--- src/hw/rtl/wcr_pkg.sv ---
// Shared constants and types of the waveform column rasterizer.
`default_nettype none

package wcr_pkg;

    // Trace geometry and fixed-point format of a level.
    localparam int ROWS      = 11;
    localparam int FRAC      = 5;
    localparam int GLYPH_W   = 2 * ROWS;
    localparam int LEVEL_W   = 22;
    localparam int SAMPLE_W  = 16;
    localparam int GAIN_W    = 24;
    localparam int COL_W     = 8;
    localparam int IVL_W     = 20;
    localparam int PROD_W    = SAMPLE_W + GAIN_W + 1;
    localparam int POS_W     = LEVEL_W - FRAC - 1 + 2;
    localparam int TOP       = 2 * ROWS - 1;
    localparam int CLIP_W    = $clog2(TOP + 1);
    localparam int ROW_W     = CLIP_W - 1;
    localparam int CFG_IDX_W = 2;
    localparam int CFG_W     = 24;

    // Register indexes of the configuration port.
    typedef enum logic [CFG_IDX_W-1:0] {
        REG_ENABLE   = 2'd0,
        REG_GAIN     = 2'd1,
        REG_COLUMNS  = 2'd2,
        REG_INTERVAL = 2'd3
    } cfg_reg_t;

    // Glyph codes of one cell.
    typedef enum logic [1:0] {
        CELL_BLANK = 2'd0,
        CELL_DOT   = 2'd1,
        CELL_BAR   = 2'd2,
        CELL_APOS  = 2'd3
    } cell_t;

    // Clipped vertical segment of one column, in half-row units.
    typedef struct packed {
        logic              visible;
        logic [CLIP_W-1:0] seg_start;
        logic [CLIP_W-1:0] seg_end;
    } seg_t;

    // Per-item tag carried down the pipeline.
    typedef struct packed {
        logic             emit;
        logic [COL_W-1:0] col;
        logic             done;
    } tag_t;

endpackage

`default_nettype wire

--- src/hw/rtl/waveform_column_rasterizer_core.sv ---
// Top level of the waveform column rasterizer: frame windowing, level pipeline, glyph packing.
`default_nettype none

// Turns a sample stream into oscilloscope glyph columns, ROWS cells high. The
// block takes one sample per clock while the output side is not stalled: a
// five-register pipeline (input register, gain multiply, level and history,
// segment extent, glyph packing) runs with per-stage valid bits, so a stage
// fills whenever the stage after it is empty or moving, and a sample passes
// through these registers in that order before its column is output.
// At the start of each frame period the first columns+2 samples are used: the
// first two only fill the level history, and each later one emits the column
// two positions back. The rest of the period is skipped; those samples
// transfer but produce nothing. With enable low, samples transfer and are
// dropped with no state change. Configuration writes are always taken
// (cfg_ready is tied high) and must only be made while the pipeline is empty.
module waveform_column_rasterizer_core
(
    input  wire logic                                  clk,
    input  wire logic                                  rst_n,

    input  wire logic                                  cfg_valid,
    output logic                                       cfg_ready,
    input  wire logic [wcr_pkg::CFG_IDX_W-1:0]         cfg_index,
    input  wire logic [wcr_pkg::CFG_W-1:0]             cfg_data,

    input  wire logic                                  in_valid,
    output logic                                       in_ready,
    input  wire logic signed [wcr_pkg::SAMPLE_W-1:0]   sample,

    output logic                                       out_valid,
    input  wire logic                                  out_ready,
    output logic [wcr_pkg::COL_W-1:0]                  column,
    output logic [wcr_pkg::GLYPH_W-1:0]                glyphs,
    output logic                                       frame_done
);

    localparam int L = wcr_pkg::LEVEL_W;

    // Level of a zero sample: the middle of the trace.
    localparam logic signed [L-1:0] LEVEL_BASE = L'((wcr_pkg::ROWS - 1) << wcr_pkg::FRAC);

    // Configuration registers.
    logic                           enable_reg;
    logic [wcr_pkg::GAIN_W-1:0]     gain_reg;
    logic [wcr_pkg::COL_W-1:0]      columns_reg;
    logic [wcr_pkg::IVL_W-1:0]      interval_reg;

    // Frame position.
    logic [wcr_pkg::IVL_W-1:0]      frame_pos_reg;
    logic [wcr_pkg::IVL_W-1:0]      frame_pos_next;

    // Pipeline valid bits.
    logic va_reg;
    logic vb_reg;
    logic vc_reg;
    logic vd_reg;
    logic out_valid_reg;

    // Stage payloads.
    logic signed [wcr_pkg::SAMPLE_W-1:0] sample_a_reg;
    wcr_pkg::tag_t                       tag_a_reg;
    wcr_pkg::tag_t                       tag_a_next;
    logic signed [wcr_pkg::PROD_W-1:0]   prod_b_reg;
    wcr_pkg::tag_t                       tag_b_reg;
    logic signed [L-1:0]                 last_c_reg;
    logic signed [L-1:0]                 cur_c_reg;
    logic signed [L-1:0]                 next_c_reg;
    wcr_pkg::tag_t                       tag_c_reg;
    wcr_pkg::seg_t                       seg_d_reg;
    wcr_pkg::tag_t                       tag_d_reg;
    logic [wcr_pkg::COL_W-1:0]           column_reg;
    logic [wcr_pkg::GLYPH_W-1:0]         glyphs_reg;
    logic [wcr_pkg::GLYPH_W-1:0]         glyphs_next;
    logic                                frame_done_reg;

    // Level history.
    logic signed [L-1:0]                 hist_pp_reg;
    logic signed [L-1:0]                 hist_p_reg;

    // Handshake and stage moves.
    logic adv_a;
    logic adv_b;
    logic adv_c;
    logic adv_d;
    logic adv_e;
    logic in_xfer;
    logic cfg_xfer;
    logic store;

    logic [wcr_pkg::COL_W:0]             span;
    logic [wcr_pkg::IVL_W:0]             pos_inc;
    logic signed [wcr_pkg::GAIN_W:0]     gain_s;
    logic signed [L-1:0]                 level_b;
    wcr_pkg::seg_t                       seg_c;

    // A stage loads when it is empty or its content moves on.
    assign adv_e = !out_valid_reg || out_ready;
    assign adv_d = !vd_reg || adv_e;
    assign adv_c = !vc_reg || adv_d;
    assign adv_b = !vb_reg || adv_c;
    assign adv_a = !va_reg || adv_b;

    assign in_ready  = adv_a;
    assign in_xfer   = in_valid && in_ready;
    assign cfg_ready = 1'b1;
    assign cfg_xfer  = cfg_valid && cfg_ready;

    // Configuration writes.
    always_ff @(posedge clk or negedge rst_n)
    begin
        if (!rst_n)
        begin
            enable_reg   <= 1'b0;
            gain_reg     <= '0;
            columns_reg  <= wcr_pkg::COL_W'(80);
            interval_reg <= wcr_pkg::IVL_W'(4000);
        end
        else if (cfg_xfer)
        begin
            unique case (wcr_pkg::cfg_reg_t'(cfg_index))
                wcr_pkg::REG_ENABLE:   enable_reg   <= cfg_data[0];
                wcr_pkg::REG_GAIN:     gain_reg     <= cfg_data[wcr_pkg::GAIN_W-1:0];
                wcr_pkg::REG_COLUMNS:  columns_reg  <= cfg_data[wcr_pkg::COL_W-1:0];
                wcr_pkg::REG_INTERVAL: interval_reg <= cfg_data[wcr_pkg::IVL_W-1:0];
                default:               enable_reg   <= enable_reg;
            endcase
        end
    end

    // Frame window: the column count is 8 bits wide. Positions below columns+2
    // store a sample; beyond that, advance and wrap once the period is reached.
    assign span    = {1'b0, columns_reg} + (wcr_pkg::COL_W+1)'(2);
    assign store   = frame_pos_reg < wcr_pkg::IVL_W'(span);
    assign pos_inc = {1'b0, frame_pos_reg} + (wcr_pkg::IVL_W+1)'(1);

    always_comb
    begin
        frame_pos_next  = frame_pos_reg;
        tag_a_next.emit = frame_pos_reg >= wcr_pkg::IVL_W'(2);
        tag_a_next.col  = wcr_pkg::COL_W'(frame_pos_reg - wcr_pkg::IVL_W'(2));
        tag_a_next.done = (frame_pos_reg[wcr_pkg::COL_W:0] - (wcr_pkg::COL_W+1)'(1))
                          == {1'b0, columns_reg};
        if (in_xfer && enable_reg)
        begin
            if (store)
            begin
                frame_pos_next = pos_inc[wcr_pkg::IVL_W-1:0];
            end
            else if (pos_inc >= {1'b0, interval_reg})
            begin
                frame_pos_next = '0;
            end
            else
            begin
                frame_pos_next = pos_inc[wcr_pkg::IVL_W-1:0];
            end
        end
    end

    // Level from the product: middle level minus floor(sample * gain / 2^19).
    assign gain_s  = signed'({1'b0, gain_reg});
    assign level_b = LEVEL_BASE - L'(prod_b_reg >>> (wcr_pkg::GAIN_W - wcr_pkg::FRAC));

    wcr_segment u_segment
    (
        .lvl_last (last_c_reg),
        .lvl_cur  (cur_c_reg),
        .lvl_next (next_c_reg),
        .seg      (seg_c)
    );

    // Pack the segment into cell glyphs: ends get a dot, bar or apostrophe
    // by their half-row parity, rows strictly between get a bar.
    always_comb
    begin
        wcr_pkg::cell_t      cell_v;
        logic [wcr_pkg::ROW_W-1:0] s_row;
        logic [wcr_pkg::ROW_W-1:0] e_row;
        logic                same_end;
        s_row       = seg_d_reg.seg_start[wcr_pkg::CLIP_W-1:1];
        e_row       = seg_d_reg.seg_end[wcr_pkg::CLIP_W-1:1];
        same_end    = seg_d_reg.seg_start == seg_d_reg.seg_end;
        glyphs_next = '0;
        for (int k = 0; k < wcr_pkg::ROWS; k++)
        begin
            cell_v = wcr_pkg::CELL_BLANK;
            if (seg_d_reg.visible)
            begin
                if ((wcr_pkg::ROW_W'(k) > s_row) && (wcr_pkg::ROW_W'(k) < e_row))
                begin
                    cell_v = wcr_pkg::CELL_BAR;
                end
                if (wcr_pkg::ROW_W'(k) == s_row)
                begin
                    if (seg_d_reg.seg_start[0])
                    begin
                        cell_v = wcr_pkg::CELL_DOT;
                    end
                    else if (!same_end)
                    begin
                        cell_v = wcr_pkg::CELL_BAR;
                    end
                end
                if (wcr_pkg::ROW_W'(k) == e_row)
                begin
                    if (!seg_d_reg.seg_end[0])
                    begin
                        cell_v = wcr_pkg::CELL_APOS;
                    end
                    else if (!same_end)
                    begin
                        cell_v = wcr_pkg::CELL_BAR;
                    end
                end
            end
            glyphs_next[2*k +: 2] = cell_v;
        end
    end

    // Control state: valid bits, frame position and level history.
    always_ff @(posedge clk or negedge rst_n)
    begin
        if (!rst_n)
        begin
            frame_pos_reg <= '0;
            va_reg        <= 1'b0;
            vb_reg        <= 1'b0;
            vc_reg        <= 1'b0;
            vd_reg        <= 1'b0;
            out_valid_reg <= 1'b0;
            hist_pp_reg   <= '0;
            hist_p_reg    <= '0;
        end
        else
        begin
            frame_pos_reg <= frame_pos_next;
            if (adv_a)
            begin
                va_reg <= in_xfer && enable_reg && store;
            end
            if (adv_b)
            begin
                vb_reg <= va_reg;
            end
            if (adv_c)
            begin
                vc_reg <= vb_reg;
                // Shift the history as each stored level enters the draw stage.
                if (vb_reg)
                begin
                    hist_pp_reg <= hist_p_reg;
                    hist_p_reg  <= level_b;
                end
            end
            if (adv_d)
            begin
                // Drop items that only fill the history.
                vd_reg <= vc_reg && tag_c_reg.emit;
            end
            if (adv_e)
            begin
                out_valid_reg <= vd_reg;
            end
        end
    end

    // Stage payloads.
    always_ff @(posedge clk)
    begin
        if (adv_a)
        begin
            sample_a_reg <= sample;
            tag_a_reg    <= tag_a_next;
        end
        if (adv_b)
        begin
            prod_b_reg <= sample_a_reg * gain_s;
            tag_b_reg  <= tag_a_reg;
        end
        if (adv_c)
        begin
            last_c_reg <= hist_pp_reg;
            cur_c_reg  <= hist_p_reg;
            next_c_reg <= level_b;
            tag_c_reg  <= tag_b_reg;
        end
        if (adv_d)
        begin
            seg_d_reg <= seg_c;
            tag_d_reg <= tag_c_reg;
        end
        if (adv_e)
        begin
            column_reg     <= tag_d_reg.col;
            glyphs_reg     <= glyphs_next;
            frame_done_reg <= tag_d_reg.done;
        end
    end

    assign out_valid  = out_valid_reg;
    assign column     = column_reg;
    assign glyphs     = glyphs_reg;
    assign frame_done = frame_done_reg;

endmodule

`default_nettype wire

--- src/hw/rtl/wcr_segment.sv ---
// Segment extent of one column from three neighboring levels, clipped to the rows.
`default_nettype none

module wcr_segment
(
    input  wire logic signed [wcr_pkg::LEVEL_W-1:0] lvl_last,
    input  wire logic signed [wcr_pkg::LEVEL_W-1:0] lvl_cur,
    input  wire logic signed [wcr_pkg::LEVEL_W-1:0] lvl_next,
    output wcr_pkg::seg_t                           seg
);

    localparam int L = wcr_pkg::LEVEL_W;
    localparam int P = wcr_pkg::POS_W;
    localparam int C = wcr_pkg::CLIP_W;
    localparam logic signed [P-1:0] TOP_S = P'(wcr_pkg::TOP);

    function automatic logic signed [P-1:0] floor_half(input logic signed [L:0] x);
        floor_half = P'(x >>> (wcr_pkg::FRAC + 1));
    endfunction

    function automatic logic signed [P-1:0] ceil_half(input logic signed [L:0] x);
        logic signed [L+1:0] t;
        t = {x[L], x} + (L+2)'((1 << (wcr_pkg::FRAC + 1)) - 1);
        ceil_half = P'(t >>> (wcr_pkg::FRAC + 1));
    endfunction

    logic signed [L:0]   sum_l;
    logic signed [L:0]   sum_n;
    logic signed [L:0]   cur_x;
    logic        [L:0]   mag;
    logic        [L:0]   mag_r;
    logic signed [P-1:0] rpos;
    logic signed [P-1:0] rnd;
    logic signed [P-1:0] s;
    logic signed [P-1:0] e;

    assign sum_l = {lvl_last[L-1], lvl_last} + {lvl_cur[L-1], lvl_cur};
    assign sum_n = {lvl_next[L-1], lvl_next} + {lvl_cur[L-1], lvl_cur};

    // Round the current level to nearest, halves away from zero.
    assign cur_x = {lvl_cur[L-1], lvl_cur};
    assign mag   = cur_x[L] ? (L+1)'(-cur_x) : (L+1)'(cur_x);
    assign mag_r = (mag + (L+1)'(1 << (wcr_pkg::FRAC - 1))) >> wcr_pkg::FRAC;
    assign rpos  = signed'(P'(mag_r));
    assign rnd   = cur_x[L] ? -rpos : rpos;

    always_comb
    begin
        s = rnd;
        e = rnd;
        if (lvl_last > lvl_cur)
        begin
            if (lvl_next > lvl_cur)
            begin
                // Valley: from the rounded level to the midpoint with the farther neighbor.
                s = rnd;
                e = (lvl_last > lvl_next) ? floor_half(sum_l) : floor_half(sum_n);
                if (e < s)
                begin
                    e = s;
                end
            end
            else
            begin
                s = ceil_half(sum_n);
                e = floor_half(sum_l);
                if (e < s)
                begin
                    s = rnd;
                    e = rnd;
                end
            end
        end
        else
        begin
            if (lvl_next <= lvl_cur)
            begin
                // Peak: from the midpoint with the farther neighbor to the rounded level.
                e = rnd;
                s = (lvl_last <= lvl_next) ? ceil_half(sum_l) : ceil_half(sum_n);
                if (s > e)
                begin
                    s = e;
                end
            end
            else
            begin
                s = ceil_half(sum_l);
                e = floor_half(sum_n);
                if (s > e)
                begin
                    s = rnd;
                    e = rnd;
                end
            end
        end
    end

    always_comb
    begin
        seg.visible   = !e[P-1] && (s < TOP_S);
        seg.seg_start = s[P-1] ? '0 : s[C-1:0];
        seg.seg_end   = (e >= TOP_S) ? C'(wcr_pkg::TOP) : e[C-1:0];
    end

endmodule

`default_nettype wire
--- config.mk ---
export PLATFORM = sky130hd
export DESIGN_NAME = waveform_column_rasterizer_core
export DESIGN_NICKNAME = d
export VERILOG_FILES = /design/src/hw/rtl/wcr_pkg.sv /design/src/hw/rtl/waveform_column_rasterizer_core.sv /design/src/hw/rtl/wcr_segment.sv
export SDC_FILE = /design/constraint.sdc
export NUM_CORES = 2
export LEC_CHECK = 0
export BUFFER_PORTS_ARGS = -buffer_cell sky130_fd_sc_hd__clkbuf_2
export CAP_MARGIN = 20
export CORE_MARGIN = 1.5
export CORE_UTILIZATION = 60
export CTS_BUF_LIST = sky130_fd_sc_hd__clkbuf_4
export CTS_CLUSTER_SIZE = 30
export DETAILED_ROUTE_END_ITERATION = 7
export HOLD_SLACK_MARGIN = 0.12
export PLACE_DENSITY = 0.8
export SKIP_CTS_REPAIR_TIMING = 1
export SLEW_MARGIN = 20
export SYNTH_ARGS = -nofsm -noshare
export SYNTH_HDL_FRONTEND = slang
export SYNTH_HIERARCHICAL = 1
export SYNTH_SLANG_ARGS = --single-unit
export TNS_END_PERCENT = 30
--- constraint.sdc ---
create_clock -name clk -period 7.66 [get_ports clk]
set_clock_uncertainty 0.1 [all_clocks]
set_input_delay 0.383 -clock clk [delete_from_list [all_inputs] [get_ports clk]]
set_output_delay 0.383 -clock clk [all_outputs]
set_load 0.05 [all_outputs]
==> run metrics <==
Non-Filler Instances 4714; Final Wtd Congestion 1.05; Mapped Cells 3690; antenna-violating nets left 0; Seq/Total Area, Yosys 24.8%; H-tree depth 3; most frequent cells in the layout inv_1, ha_1, nand2_1; setup TNS 0 ns; largest net degree at the start of global routing 78; Syn Area/Cell 9.42 um2; Tcrit/Tclk final 96.0%; Worst path max stage delay 0.91 ns; CP bufs+invs 5; CP top delay family adder cells; number of flops mapped to enable cells by yosys 185; Synth Warn # 6; layout cells sized above 1 13.1%; ys flop type edfxtp_1; Root Buffer clkbuf_4; clock buffer depth 3; largest family of logic cells by synthesized area adder cells; critical-path cell list nand2_1 > fa_1 > inv_1 > fa_1 > inv_1 > fa_1 > inv_1 > fa_1 > fa_1 > inv_1 > fa_1 > inv_1 > ha_1 > a211oi_2 > o21ai_1 > a221oi_4 > nor3_1 > nor2_4 > a31oi_4 > a41o_1 > or4_4 > a31oi_4 > xnor2_1; DIE AREA 0.0594 mm2; Design Area, Final 0.0382 mm2; Critical Path Slowest Stage Cell edfxtp_1; Post-DP Area 0.0365 mm2; first-pass GRT wire length 148000 um; final setup violation count 0; Placed Instances 4513; critical path's most frequent cell fa_1; Multi-input gate area 0.0236 mm2; DRT Pass-1 Iters 6; row cnt 88; IO Port Bufs 79; HP Class input pin to register; initial antenna violation count 2; crit path time final 7.35 ns; drt first-iter violations 2460; Cell Area, Synth 0.0347 mm2; Starting Density 60.5%; relative max-transition margin 33.8%; status complete, no violations; Syn Nets 4394; fillers 4458; core region area 0.0575 mm2; critical path class register to register; simple-gate area share of the yosys netlist 16.5%; clk slew on worst S/H paths 0.08 ns; Crit. End Element register; max cap viols 0; Slew Viols, Final 0; FF/Latch Area 0.00862 mm2; final hold viol count 0; Adder-Cell Fraction of Synth Area 30.3%; FF+latch count, synth 307; Total GRT Usage 31.6%; Max Fclk 136 MHz; detailed-placement wirelength estimate 73600 um; Synth Area in XOR/XNOR 4.11%; final WL 95100 um; Clock Latency Late Sink 0.83 ns; Die Y 244 um; max reg flops 24; Req. time, crit path 8.05 ns; Critical Path AT 7.74 ns; total CTS buffers 78; CTS tree yes; share of synthesized registers carrying an async set or reset 39.7%; commonest non-fill, non-tap cell in the layout inv_1; IO Count 81; Clock Sinks 307; Die Width 244 um; mux cell area share after synthesis 3.74%; DR vias 28372; Worst Tran Pin Value 0.993 ns; crit path launch type register; via count of the first global-routing pass 27778; Crit Path Max Fanout 19; DRC viols 0; WL per Instance 20.2 um; Layout Nets 4586; Via-to-Cell Ratio 6.02; Netlist cell types 113; Synth Area in Compound Gates 12.9%; total gr overflow 0; synthesis-to-finish area growth 9.88%
path summary, 6_finish.rpt:
check / depth (start not counted) / startpoint / slack (ns) / to
hold reg to reg: 0 / tag_b_reg[2] / 0.29 / tag_c_reg[2]
min in group asynchronous: 4 / rst_n / 0.60 / hist_pp_reg[21]
setup reg to reg: 23 / sample_a_reg[4] / 0.31 / prod_b_reg[40]
max in group asynchronous: 4 / rst_n / 5.87 / frame_pos_reg[5]
setup / recovery: 23 / sample_a_reg[4] / 0.31 / prod_b_reg[40]
hold / removal: 2 / sample[12] / 0.18 / sample_a_reg[12]
cells in the mapped netlist (15+ instances only):
master	n	area share, %
o2111ai_1	15	0.38
a21oi_1	146	2.1
o21a_1	20	0.43
and3_1	19	0.34
nor3_1	54	0.78
ha_1	350	13
o21bai_1	15	0.32
and2_1	192	3.5
a22o_1	19	0.48
xor2_1	39	0.98
nand4_1	46	0.83
a211oi_1	33	0.71
xnor2_1	124	3.1
o31ai_1	22	0.48
edfxtp_1	185	16
a221oi_1	15	0.38
o21ai_0	93	1.3
mux2_2	101	3.3
fa_1	307	18
a21o_1	50	1.1
o21ai_1	19	0.27
clkbuf_1	124	1.3
o211ai_1	21	0.45
nand3_1	82	1.2
nor2_1	156	1.7
mux2i_1	15	0.43
dfrtp_1	114	8.2
a31oi_1	25	0.45
or3_1	15	0.27
and4_1	17	0.43
nand2b_1	40	0.72
inv_1	545	5.9
nor4_1	22	0.40
nor2b_1	36	0.65
nand2_1	349	3.8
per-layer routing:
metal	global-route usage [%]	vias up	routed length [um]
li1	-	13028	-
met1	41.4	13756	38000
met4	14.9	0	4580
met5	0	-	0
met3	5.40	274	7630
met2	51.1	1314	44900
metrics by stage:
stage | util [%] | hold WS (ns) | setup WS [ns]
final | 66.4 | 0.180 | 0.306
after global routing | 66.4 | 0.130 | -0.0277
after floorplan | - | -0.0126 | 0.402
after global placement | 63.4 | 0.259 | 0.355
after detailed placement | 63.4 | 0.263 | 0.224
after CTS | 65.3 | -0.638 | 0.251
area by class of cell:
class	instances	area share (%)
diodes	3	0.0197
clock buffers	117	2.30
clock inverters	27	0.567
inverters	555	5.46
multi-input cells	2688	61.7
flip-flops and latches	307	22.6
well taps	765	2.51
repair buffers	252	4.85
kinds of logic (layout without fill, tap and decap cells):
kind of cell,after synthesis,after routing
DFF,307,307
buffers and inverters,695,951
other,1,4
muxes,117,117
adders and majority gates,658,658
AOI/OAI and AO/OA,640,640
xor gates and xnor gates,163,163
and+or+nand+nor,1109,1109
Power is left out: the tool's default activity adds up to more than one toggle a clock period on the data nets, which glitch-free logic cannot reach.
